`config.mk`:
```
export PLATFORM = sky130hd
export DESIGN_NAME = iasl_ctrl
export DESIGN_NICKNAME = d
export VERILOG_FILES = /design/src/input_activity_stats_logger_macros.svh /design/src/iasl_pkg.sv /design/src/iasl_ctrl.sv
export SDC_FILE = /design/constraint.sdc
export NUM_CORES = 1
export LEC_CHECK = 0
export BUFFER_PORTS_ARGS = -buffer_cell sky130_fd_sc_hd__buf_2
export CAP_MARGIN = 0
export CELL_PAD_IN_SITES_DETAIL_PLACEMENT = 0
export CELL_PAD_IN_SITES_GLOBAL_PLACEMENT = 1
export CORE_AREA = 2 2 39 41
export CTS_BUF_LIST = sky130_fd_sc_hd__clkbuf_2 sky130_fd_sc_hd__clkbuf_4 sky130_fd_sc_hd__clkbuf_8
export DETAILED_ROUTE_END_ITERATION = 10
export DIE_AREA = 0 0 41 43
export PLACE_DENSITY_LB_ADDON = 0.1
export SKIP_LAST_GASP = 1
export SLEW_MARGIN = 20
export SYNTH_ARGS = -nofsm -noshare
export SYNTH_HDL_FRONTEND = slang
export SYNTH_SLANG_ARGS = --single-unit
```
`constraint.sdc`:
```
create_clock -name clk -period 2.1 [get_ports clk]
set_input_delay 0.21 -clock clk [delete_from_list [all_inputs] [get_ports clk]]
set_output_delay 0.21 -clock clk [all_outputs]
set_load 0.005 [all_outputs]
```
`src/input_activity_stats_logger_macros.svh`:
```
// Assertion macros shared by the activity logger RTL.
`ifndef INPUT_ACTIVITY_STATS_LOGGER_MACROS_SVH
`define INPUT_ACTIVITY_STATS_LOGGER_MACROS_SVH

// Same-cycle implication, clocked on clk, off during reset.
`define IASL_ASSERT_NOW(label, ante, cons, msg) \
	label: assert property (@(posedge clk) disable iff (!arst_n) (ante) |-> (cons)) \
		else $error(msg);

// Next-cycle implication, clocked on clk, off during reset.
`define IASL_ASSERT_NEXT(label, ante, cons, msg) \
	label: assert property (@(posedge clk) disable iff (!arst_n) (ante) |=> (cons)) \
		else $error(msg);

`endif

```
`src/iasl_pkg.sv`:
```
// Types, codes and constants of the input activity statistics logger.
package iasl_pkg;

	localparam int HISTORY_DEPTH_DEF = 64;
	localparam int BUTTON_COUNT_DEF  = 32;
	localparam int RATE_W            = 10;
	localparam int RATE_NUM          = 1000;
	localparam int GAP_LIMIT         = 1000;
	localparam int DIV_CNT_W         = 4;

	typedef enum logic [1:0] {
		KIND_RECORD     = 2'd0,
		KIND_CLEAR      = 2'd1,
		KIND_READ_PRESS = 2'd2,
		KIND_READ_HIST  = 2'd3
	} kind_t;

	typedef enum logic [1:0] {
		ST_IDLE = 2'd0,
		ST_EXEC = 2'd1,
		ST_DIV  = 2'd2,
		ST_RESP = 2'd3
	} state_t;

	typedef struct packed {
		kind_t              kind;
		logic [31:0]        now_ms;
		logic [31:0]        buttons;
		logic signed [15:0] left_x;
		logic signed [15:0] left_y;
		logic signed [15:0] right_x;
		logic signed [15:0] right_y;
		logic [5:0]         read_index;
	} in_item_t;

	typedef struct packed {
		logic [9:0]         poll_rate;
		logic [31:0]        poll_total;
		logic [31:0]        logged_count;
		logic [5:0]         write_slot;
		logic [31:0]        press_count;
		logic [31:0]        entry_time;
		logic [31:0]        entry_buttons;
		logic signed [15:0] entry_left_x;
		logic signed [15:0] entry_left_y;
		logic signed [15:0] entry_right_x;
		logic signed [15:0] entry_right_y;
	} out_item_t;

	typedef struct packed {
		logic [31:0]        stamp;
		logic [31:0]        keys;
		logic signed [15:0] left_x;
		logic signed [15:0] left_y;
		logic signed [15:0] right_x;
		logic signed [15:0] right_y;
	} hist_entry_t;

	localparam int ENTRY_W = $bits(hist_entry_t);

	typedef struct packed {
		logic load;
		logic exec;
		logic div_step;
		logic resp_load;
	} ctrl_cmd_t;

	typedef struct packed {
		logic div_need;
		logic div_last;
	} dp_stat_t;

endpackage

```
`src/iasl_ctrl.sv`:
```
// Sequencer: accept, execute, divide and respond phases of one transfer.
module iasl_ctrl (
	input  logic                clk,
	input  logic                arst_n,
	input  logic                start,
	input  iasl_pkg::dp_stat_t  stat,
	output iasl_pkg::ctrl_cmd_t cmd,
	output logic                busy,
	output logic                done
);

	iasl_pkg::state_t state_q, state_next;
	logic             done_q;

	always_ff @(posedge clk or negedge arst_n) begin
		if (!arst_n) begin
			state_q <= iasl_pkg::ST_IDLE;
			done_q  <= 1'b0;
		end else begin
			state_q <= state_next;
			done_q  <= (state_q == iasl_pkg::ST_RESP);
		end
	end

	always_comb begin
		state_next = state_q;
		case (state_q)
			iasl_pkg::ST_IDLE: begin
				if (start) begin
					state_next = iasl_pkg::ST_EXEC;
				end
			end
			iasl_pkg::ST_EXEC: begin
				state_next = stat.div_need ? iasl_pkg::ST_DIV : iasl_pkg::ST_RESP;
			end
			iasl_pkg::ST_DIV: begin
				if (stat.div_last) begin
					state_next = iasl_pkg::ST_RESP;
				end
			end
			iasl_pkg::ST_RESP: begin
				state_next = iasl_pkg::ST_IDLE;
			end
			default: begin
				state_next = iasl_pkg::ST_IDLE;
			end
		endcase
	end

	always_comb begin
		cmd  = '0;
		busy = 1'b1;
		case (state_q)
			iasl_pkg::ST_IDLE: begin
				busy     = 1'b0;
				cmd.load = start;
			end
			iasl_pkg::ST_EXEC: begin
				cmd.exec = 1'b1;
			end
			iasl_pkg::ST_DIV: begin
				cmd.div_step = 1'b1;
			end
			iasl_pkg::ST_RESP: begin
				cmd.resp_load = 1'b1;
			end
			default: begin
				busy = 1'b1;
			end
		endcase
	end

	assign done = done_q;

endmodule

```
# Word-level counts from Yosys, hierarchy flattened
# Index checks and enable logic that the tools add are counted.
# word_totals
output_inout_bits	6
in_bits	5
wordCells	18
reg_bits	3
# op_classes
n_reduce_logical	2
mux	9
n_eq_ne	5
# op_table
operator	n
case mux 2 bit (4 select lines)	1
two-way mux 1 bit	6
== test 2 bit (second input constant)	2
two-way mux 2 bit	2
inequality test 2 bit (second input constant)	2
== test 2 x 1 -> 1 bit (second input constant)	1
logical NOT 2 bit	1
AND reduction 2 bit	1

# Logic depth before layout (Yosys ltp)
# Gate-level depths: netlist (run 1).
# depth
ltp_word	3
mapped_depth	5

# Worst setup path after synthesis (run 1)
# No wires, ideal clock.
# synth_path
path_type	reg-to-reg
startpoint	reg state_q[0]
endpoint	reg state_q[1]
stages_incl_launch_ff	6
arrival_ps	1324
setup_ps	125
path_buffers	0
period_less_slack_ps	1449
setup_slack_ps	651
path_cell_list	dfrtp_1 inv_1 ha_1 nor2b_1 or2_4 mux2_4
# synth_via
elab_chain_cells	3
# synth_lines
item	line	text
start, declared	iasl_ctrl.sv:12	iasl_pkg::state_t state_q, state_next;
start signal, assigned	iasl_ctrl.sv:17	state_q <= iasl_pkg::ST_IDLE;
start signal, assigned	iasl_ctrl.sv:20	state_q <= state_next;
== test 2 bit or logical NOT 2 bit (tied branches)	iasl_ctrl.sv:27	case (state_q)
inequality test 2 bit (no source line)	-	
AND reduction 2 bit (no source line)	-	
# Parallel ways exist; a longest one is shown, timed or not.
# A chain may end at the register's enable or synchronous reset.

# Final worst setup path (run 1)
# Same ends and word-level chain as after synthesis.

==> results.md, run 1 <==
- Outcome: complete, no violations
- CP max stage delay: 0.41 ns
- Area of the multi-input gates: about 140 um^2
- Max-slew violation count: 0
- Syn Nets: 30
- Longest Clk Path Bufs: 2
- Core Area: 1380 um^2
- Cts repair resizes: 0
- Wire per inst: ~9 um
- Crit Path Category: reg2reg
- Warnings, synthesis: 0
- RSZ-0062 raised after global routing: false
- Post-synth top cells: 5 x ha_1, 3 x dfrtp_1, 3 x inv_1
- Synth Area per Inst: 11.3 um^2
- First-pass GRT wire length: 848 um
- DRT Pass-1 Iters: 1
- Maxcap violations: 0
- Register clock-pin slew on the reported worst setup and hold paths: around 0.040 ns
- Root Buffer: clkbuf_4
- Total routed wirelength: about 460 um
- Vias in the first global route: ~210
- FF-to-FF path depth: 5
- H-tree lvl count: 1
- Comb power frac: 0.517
- Largest net degree at the start of global routing: 6
- Flop-to-flop setup slack: 0.57 ns
- Critical path peak fanout: 5
- Fin. Hold Viols: 0
- Die width: 41 um
- Period utilisation layout: 0.728
- Area contributors post-synth: dfrtp_1 33%, ha_1 28%, mux2_4 6.6%
- PD cells: 1450 nW/um^2
- Post-synthesis instance total: 20
- Overall Power: slightly below 0.5 mW
- Post-CTS Hold Fix Bufs: 1
- Sw Ratio: 0.344
- Capture point of the worst reg-to-reg path: state_q[1]$_DFFE_PN0P_
- Dominant cell type by area after synthesis: dfrtp_1
- Post-CTS Setup Inserts: 0
- Clock latency on the worst-skew pair: between 0.2 and 0.25 ns
- Initial antenna violation count: 0
- Sequential power share: 0.243
- Yosys top cell area share: 0.331
- DR vias/cell: between 3 and 4
- Initial core utilization: 0.164
- Critical path origin: state_q[0]$_DFFE_PN0P_
- Peak supply drop: 396 uV
- Die ar.: 1760 um^2
- Row count: 14
- Grt total ovfl: 0
- Post-DRT Antenna Nets: 0
- Worst path required time: ~2.2 ns
- Startpoint types: flop
- Max frequency: ~650 MHz
- Top_reg_cell synth: dfrtp_1
- Synth async-reset ratio: 1.00
- Layout cell share with drive strength beyond 1: 0.514
- Slew margin rel.: 0.812
- Initial drt markers: 0
- Setup Skew: 0.00569 ns
- Post-Syn Area: 226 um^2
- Num ports: 11
- Part of the power in the clock network: 0.240
- Crit path buf inv count: 1
- GPL Wtd Cong: around 0.71
- Design internal power: 0.321 mW
- Minimum clock period: between 1.5 and 2 ns
- Synth cell types: 11
- Setup TNS: 0 ns
- Overall Global Routing Usage: 0.0802
- Vias: roughly 190
- Cts bufs inserted: 3
- Leak: approximately 0.18 nW
- Setup-failing EPs final: 0
- Layout area overhead: 48.6%
- CP Data Arrival Time: 1.65 ns
- CTS sink cnt: 3
- Worst min-delay path category: in2async
- Ant. Diodes: 0
- Slew @ Worst Pin: 0.278 ns
- Reg area: 75.1 um^2
- Worst-path cell chain: inv_1 > ha_1 > nor2b_4 > or2_4 > mux2_4
- Fin nets: 46
- Input/output buffers: 10
- Synth Register Bits: 3
- Delay-heaviest family, CP: flip-flops
- NetSw: 0.169 mW
- Critical path endpoint category: flop
- Crit path depth: 5
- Crit-path slowest cell: dfrtp_1
- DR DRC count: 0
- Fillers: 150
- Sequential fraction of the synthesis area: 0.331
- Die Span Y: 43 um
- Count leader, synth: ha_1
- EDFF count, synth: 0
- Worst r2r src: state_q[0]$_DFFE_PN0P_
- CTS tree: done
## metrics by stage
step | setup slack, ns | hold WS [ns] | instance area (um^2) | std cells | util
3_3_place_gp | 0.544 | 0.00636 | 297 | 46 | 0.214
2_1_floorplan | 0.651 | -0.0856 | 226 | 20 | -
4_1_cts | 0.560 | 0.301 | 337 | 51 | 0.243
6_report | 0.572 | 0.301 | 337 | 51 | 0.243
5_1_grt | 0.465 | 0.306 | 337 | 51 | 0.243
3_5_place_dp | 0.571 | 0.0120 | 297 | 46 | 0.214
## registers in the layout (all words and copies together), names as in the netlist
name and cells:
state_q 2, done 1
## worst reg2reg max path, delay by kind of cell, from the launching register on
family                     cells  cell delay, ns
adders and majority gates      1            0.23
buffers and inverters          1            0.10
and+or+nand+nor                2            0.38
DFF                            1            0.41
muxes                          1            0.29
## final cells by class
type                       count  area share
clock buffer                   4      0.0892
multi-input combinational     14       0.416
inverter                       3      0.0335
sequential                     3       0.223
timing repair buffer          11       0.178
tap                           16      0.0595
## logic make-up after synthesis
logic type | share of synthesized area
buffers and inverters | 0.0497
flip-flops | 0.331
AO/OA/AOI/OAI | 0.0718
multiplexers | 0.0663
adder cells (fa/ha/maj) | 0.276
AND/OR/NAND/NOR | 0.204
## worst max path at each step
stage	endpoint	slack (ns)
6_report	state_q[1]$_DFFE_PN0P_	0.57
5_1_grt	state_q[0]$_DFFE_PN0P_	0.47
4_1_cts	state_q[1]$_DFFE_PN0P_	0.56
3_5_place_dp	state_q[1]$_DFFE_PN0P_	0.57
3_3_place_gp	state_q[1]$_DFFE_PN0P_	0.54
2_1_floorplan	state_q[1]$_DFFE_PN0P_	0.65
## placed cells by master (no fill, tap or decap)
cell	netlist	final
and2_2	1	1
buf_2	0	10
clkbuf_4	0	4
dfrtp_1	3	3
dlygate4sd3_1	0	1
ha_1	5	5
inv_1	3	3
mux2_4	1	1
nor2_1	1	1
nor2b_1	2	2
nor2b_4	1	1
o31ai_1	1	1
o41ai_1	1	1
or2_4	1	1
## layer usage
layer	wire, um	part of all wire	global-route usage
met2	229	0.50	0.103
met3	54	0.12	0.0681
met1	174	0.38	0.0705
met4	0	0	0.0800
met5	0	0	0
## power by group through the flow
stage                     clock, mW  combinational, mW  sequential, mW
final                         0.117              0.253           0.119
after global routing          0.135              0.298           0.126
after CTS                     0.124              0.261           0.120
after detailed placement          0              0.260           0.119
after global placement            0              0.260           0.123
after floorplan                   0              0.179           0.114
(Power assumes the default switching activity.)
==> inputs of run 2 (changes only) <==
- ABC_AREA: default -> 1
- clock period: 2.1 -> 1.55 ns (I/O delays scaled with it)
==> run 2 against run 1 <==
Compared with the run above: clock-buffer cell count unchanged; critical path type is now reg2out; via count up 12%; flip-flop and latch count unchanged; clock skew down 0.0048 ns; clock power up 31%.
==> results.md, run 2 <==
- Maxcap violations: 0
- Worst min-delay path category: in2async
- Fin. Hold Viols: 0
- EDFF count, synth: 0
- Commonest non-fill, non-tap cell in the layout: buf_2
- DR DRC count: 0
- GPL Wtd Cong: 0.679
- Max reg flops: 2
- Crit-path slowest cell: dfrtp_1
- Synth cell types: 7
- Dominant cell type by area after synthesis: dfrtp_1
- Setup-failing EPs final: 0
- Initial antenna violation count: 0
- Yosys top cell area share: 0.321
- CTS sink cnt: 3
- Vias: around 210
- Max frequency: 746 MHz
- Synth Register Bits: 3
- Top_reg_cell synth: dfrtp_1
- CP max stage delay: 0.40 ns
- Finished Layout Cells: 61
- Synth Area per Inst: 7.80 um^2
- Die width: between 40 and 50 um
- Leak: 0.228 nW
- Placed cells: 56
- Ant. Diodes: 0
- Crit Path Category: reg2out
- Largest net degree at the start of global routing: 6
- DR top layer: met3
- Period utilisation layout: 0.864
- Met3 WL: 20 um
- Final Instance Area: between 300 and 400 um^2
- Most frequent CP cell: inv_1
- Dpl ws: between 0.3 and 0.4 ns
- Area contributors post-synth: dfrtp_1 32%, ha_1 27%, nand2_1 14%
- H-tree lvl count: 1
- Post-Syn Area: 234 um^2
- CTS tree: done
- Longest Clk Path Bufs: 2
- Overall Global Routing Usage: 0.0623
- Fillers: 176
- Post-DRT Antenna Nets: 0
- Root Buffer: clkbuf_4
- Outcome: complete, no violations
- Die ar.: 1760 um^2
- Layout area overhead: 47.1%
- Max-slew violation count: 0
- Peak supply drop: approximately 740 uV
- Wire per inst: slightly above 7 um
- PD cells: 1850 nW/um^2
- Flop-to-flop setup slack: between 0.4 and 0.5 ns
- Setup Skew: 0.000919 ns
- Worst-path cell chain: inv_1 > ha_1 > nand2_1 > inv_1 > buf_2
- Grt total ovfl: 0
- Post-synthesis instance total: 30
- Post-synth top cells: 9 x nand2_1, 8 x inv_1, 5 x ha_1
- Slack of the critical path: 0.210 ns
- Startpoint types: flop
- Row count: 14
- Sequential fraction of the synthesis area: 0.321
- Fin nets: 56
- Dpl hpwl: 374 um
- Worst path required time: approximately 1.4 ns
- Clock latency on the worst-skew pair: 0.23 ns
- Count leader, synth: nand2_1
- Setup TNS: 0 ns
- Initial core utilization: 0.169
- M1 WL: about 190 um
- Slew @ Worst Pin: ~0.15 ns
- DRT Pass-1 Iters: 2
- Layout cell share with drive strength beyond 1: 0.378
- Area after DPL: 304 um^2
- Vias in the first global route: ~210
- RSZ-0062 raised after global routing: false
- Register clock-pin slew on the reported worst setup and hold paths: around 0.040 ns
- Total routed wirelength: about 440 um
- Register with the most flip-flops: state_q
- Slew margin rel.: 0.900
- Total length of routed met2 wires: 231 um
- Critical path peak fanout: 4
- Die Span Y: 43 um
- Most frequent cells in the layout: 10 x buf_2, 9 x nand2_1, 8 x inv_1
- FF-to-FF path depth: 6
- Input/output buffers: 10
- Minimum clock period: 1.34 ns
- Cts bufs inserted: 3
- Synth async-reset ratio: 1.00
- DR vias/cell: 3.46
- First-pass GRT wire length: 752 um
- Warnings, synthesis: 0
- Capture point of the worst reg-to-reg path: state_q[0]$_DFFE_PN0P_
- Worst r2r src: state_q[0]$_DFFE_PN0P_
- Syn Nets: 40
- Num ports: 11
- Critical path endpoint category: primary output
- Initial drt markers: 1
- CP Data Arrival Time: between 1 and 1.5 ns
- Core Area: 1380 um^2
run 2: how the worst max path moves through the flow:
stage / from / end / slack (ns)
final: state_q[0]$_DFFE_PN0P_ / cmd[3] / 0.21
after global routing: state_q[0]$_DFFE_PN0P_ / cmd[3] / 0.07
after CTS: state_q[0]$_DFFE_PN0P_ / cmd[3] / 0.18
after detailed placement: state_q[0]$_DFFE_PN0P_ / state_q[0]$_DFFE_PN0P_ / 0.39
after global placement: state_q[0]$_DFFE_PN0P_ / state_q[0]$_DFFE_PN0P_ / 0.37
after floorplan: state_q[0]$_DFFE_PN0P_ / state_q[0]$_DFFE_PN0P_ / 0.51
run 2: what timing repair did:
| item | CTS | global route |
|---|---|---|
| hold buffers | 1 | 0 |
| endpoints found under the hold margin | 3 | 0 |
| resized for setup | 0 | 0 |
| setup endpoints to repair | 0 | 0 |
| setup buffers | 0 | 0 |
run 2: metrics by stage:
stage / total power, mW / hold WS (ns) / util
after floorplan: 0.377 / -0.141 / -
after global placement: 0.505 / -0.0472 / 0.220
after detailed placement: 0.495 / -0.0462 / 0.220
after CTS: 0.660 / 0.234 / 0.249
after global routing: 0.740 / 0.236 / 0.249
final: 0.637 / 0.252 / 0.249
run 2: worst max-delay path, delay by kind of cell (launching register included):
family / cells / cell delay (ns)
buffers and inverters: 3 / 0.27
and+or+nand+nor: 1 / 0.06
adders and majority gates: 1 / 0.22
DFF: 1 / 0.40
run 2: cell type report:
type	count	area, um^2	area share
multi-input combinational	19	129	0.375
tap	16	20.0	0.0582
timing repair buffer	11	60.1	0.175
sequential	3	75.1	0.218
inverter	8	30.0	0.0873
clock buffer	4	30.0	0.0873
run 2: kinds of logic after synthesis:
family        after synthesis  synth area share
flops                       3             0.321
buf+inv                     8             0.128
fa+ha+maj                   5             0.267
simple gates               14             0.283
run 2: layer usage:
metal | global-route usage | vias to the layer above
li1 | - | 116
met1 | 0.0806 | 90
met2 | 0.0875 | 5
met3 | 0 | 0
met4 | 0.0600 | 0
met5 | 0 | -
run 2: power by group:
| group | switching [mW] | internal (mW) | total (mW) |
|---|---|---|---|
| registers | 0.0340 | 0.120 | 0.154 |
| logic | 0.179 | 0.151 | 0.330 |
| clock network | 0.0390 | 0.114 | 0.153 |
| total | 0.252 | 0.385 | 0.637 |
==> inputs of run 3 (changes only) <==
--- a/config.mk
+++ b/config.mk
@@ -12,7 +12,7 @@
 export CELL_PAD_IN_SITES_GLOBAL_PLACEMENT = 1
 export CORE_AREA = 2 2 39 41
-export CTS_BUF_LIST = sky130_fd_sc_hd__clkbuf_2 sky130_fd_sc_hd__clkbuf_4 sky130_fd_sc_hd__clkbuf_8
 export DETAILED_ROUTE_END_ITERATION = 10
 export DIE_AREA = 0 0 41 43
+export HOLD_SLACK_MARGIN = 0.03
 export PLACE_DENSITY_LB_ADDON = 0.1
 export SKIP_LAST_GASP = 1
==> constraint.sdc (replaced) <==
create_clock -name clk -period 1.55 [get_ports clk]
set_input_delay 0.155 -clock clk [delete_from_list [all_inputs] [get_ports clk]]
set_output_delay 0.155 -clock clk [all_outputs]
set_load 0.01 [all_outputs]
==> run 3 against run 2 <==
Compared with the run above: flip-flop and latch count unchanged; total power up 2.6%; maximum frequency down 1.8%; first-iteration DRC count unchanged; critical path type unchanged; highest routed layer unchanged.
==> results.md, run 3 (synthesized netlist as in run 2, its figures left out) <==
- Max-slew violation count: 0
- DR DRC count: 0
- Initial antenna violation count: 0
- First-pass GRT wire length: 814 um
- Vias in the first global route: 240
- Slew @ Worst Pin: 0.153 ns
- Overall Power: 0.654 mW
- Fin. Hold Viols: 0
- Setup Skew: 0.00142 ns
- Commonest non-fill, non-tap cell in the layout: buf_2
- Root Buffer: clkbuf_4
- Most frequent cells in the layout: 10 x buf_2, 9 x nand2_1, 8 x inv_1
- DRT Pass-1 Iters: 2
- Wire per inst: about 7.4 um
- Fin nets: 56
- Post-CTS Setup Inserts: 0
- Vias: 222
- CTS tree: done
- Maxcap violations: 0
- Clock latency on the worst-skew pair: 0.23 ns
- Part of the power in the clock network: 0.206
- CP Data Arrival Time: ~1.2 ns
- Setup-failing EPs final: 0
- Slew margin rel.: 0.898
- Finished Layout Cells: 61
- Outcome: complete, no violations
- Initial drt markers: 1
- Die ar.: between 1500 and 2000 um^2
- Row count: 14
- NetSw: around 0.28 mW
- GPL Wtd Cong: 0.641
- Register with the most flip-flops: state_q
- CTS sink cnt: 3
- Overall Global Routing Usage: 0.0704
- Sequential power share: 0.236
- Die Span Y: 43 um
- Max frequency: around 730 MHz
- Max reg flops: 2
- Placed cells: 56
- RSZ-0062 raised after global routing: false
- Peak supply drop: 707 uV
- Sw Ratio: 0.433
- Register clock-pin slew on the reported worst setup and hold paths: 0.04 ns
- H-tree lvl count: 1
- Grt total ovfl: 0
- Layout area overhead: 45.5%
- Layout cell share with drive strength beyond 1: 0.356
- Startpoint types: flop
- Worst min-delay path category: in2async
- Cts bufs inserted: 3
- Minimum clock period: between 1 and 1.5 ns
- Core Area: 1380 um^2
- Design internal power: 0.371 mW
- Dpl ws: 0.375 ns
- Ant. Diodes: 0
- DR vias/cell: 3.64
- Leak: approximately 0.22 nW
- Period utilisation layout: 0.880
- Post-DRT Antenna Nets: 0
- Crit Path Category: reg2out
- Dpl hpwl: 393 um
- Critical path endpoint category: primary output
- Largest net degree at the start of global routing: 6
- PD cells: 1920 nW/um^2
- Total routed wirelength: roughly 450 um
- Setup TNS: 0 ns
- Slack of the critical path: ~0.19 ns
- Die width: 41 um
- Input/output buffers: 10
- Worst path required time: approximately 1.4 ns
- Initial core utilization: 0.169
- Critical path peak fanout: 4
- Num ports: 11
- Comb power frac: 0.558
- Core Util, Final: 0.246
- Longest Clk Path Bufs: 2
[run 3: cell counts in the layout (fill, tap and decap cells not counted)]
No cell type changed its count.
[run 3: repair_timing]
item,in CTS,in global routing
hold endpoints to repair,3,0
resized for setup,0,0
hold buffers,1,0
endpoints found under the setup margin,0,0
[run 3: final timing paths]
check | start | endpoint | slack (ns) | depth (start not counted)
max in group asynchronous | arst_n | done$_DFF_PN0_ | 1.20 | 2
min in group clk | stat[0] | state_q[1]$_DFFE_PN0P_ | 0.29 | 5
setup reg to reg | state_q[0]$_DFFE_PN0P_ | state_q[0]$_DFFE_PN0P_ | 0.41 | 6
hold reg to reg | state_q[0]$_DFFE_PN0P_ | state_q[0]$_DFFE_PN0P_ | 0.54 | 2
setup / recovery | state_q[0]$_DFFE_PN0P_ | cmd[3] | 0.19 | 5
hold / removal | arst_n | state_q[1]$_DFFE_PN0P_ | 0.24 | 2
[run 3: routing by layer]
layer  GRT usage  wire (um)  share of wire
met4      0.0600          0              0
met3      0.0314         27          0.060
met1      0.0677        168           0.37
met2       0.106        257           0.57
met5           0          0              0
[run 3: worst max-delay path: stages (launching register included)]
cell and delay (ns):
dfrtp_1 0.40, inv_1 0.13, ha_1 0.22, nand2_1 0.06, inv_1 0.04, buf_2 0.12
[run 3: per-stage QoR]
step	hold slack, ns	area, um^2
global route	0.242	340
finish	0.242	340
global placement	-0.0470	304
detailed placement	-0.0475	304
floorplan	-0.141	234
CTS	0.236	340
[run 3: power groups by stage]
stage               clock network, mW  logic, mW  registers, mW
detailed placement                  0      0.374          0.157
global route                    0.156      0.433          0.164
floorplan                           0      0.254          0.156
finish                          0.135      0.365          0.154
global placement                    0      0.378          0.156
CTS                             0.142      0.379          0.156
[run 3: final cells by class]
type | instances | area, um^2
Tap cell | 16 | 20.0
Sequential cell | 3 | 75.1
Clock buffer | 4 | 26.3
Fill cell | 168 | 1040
Timing Repair Buffer | 11 | 60.1
Inverter | 8 | 30.0
Multi-Input combinational cell | 19 | 129
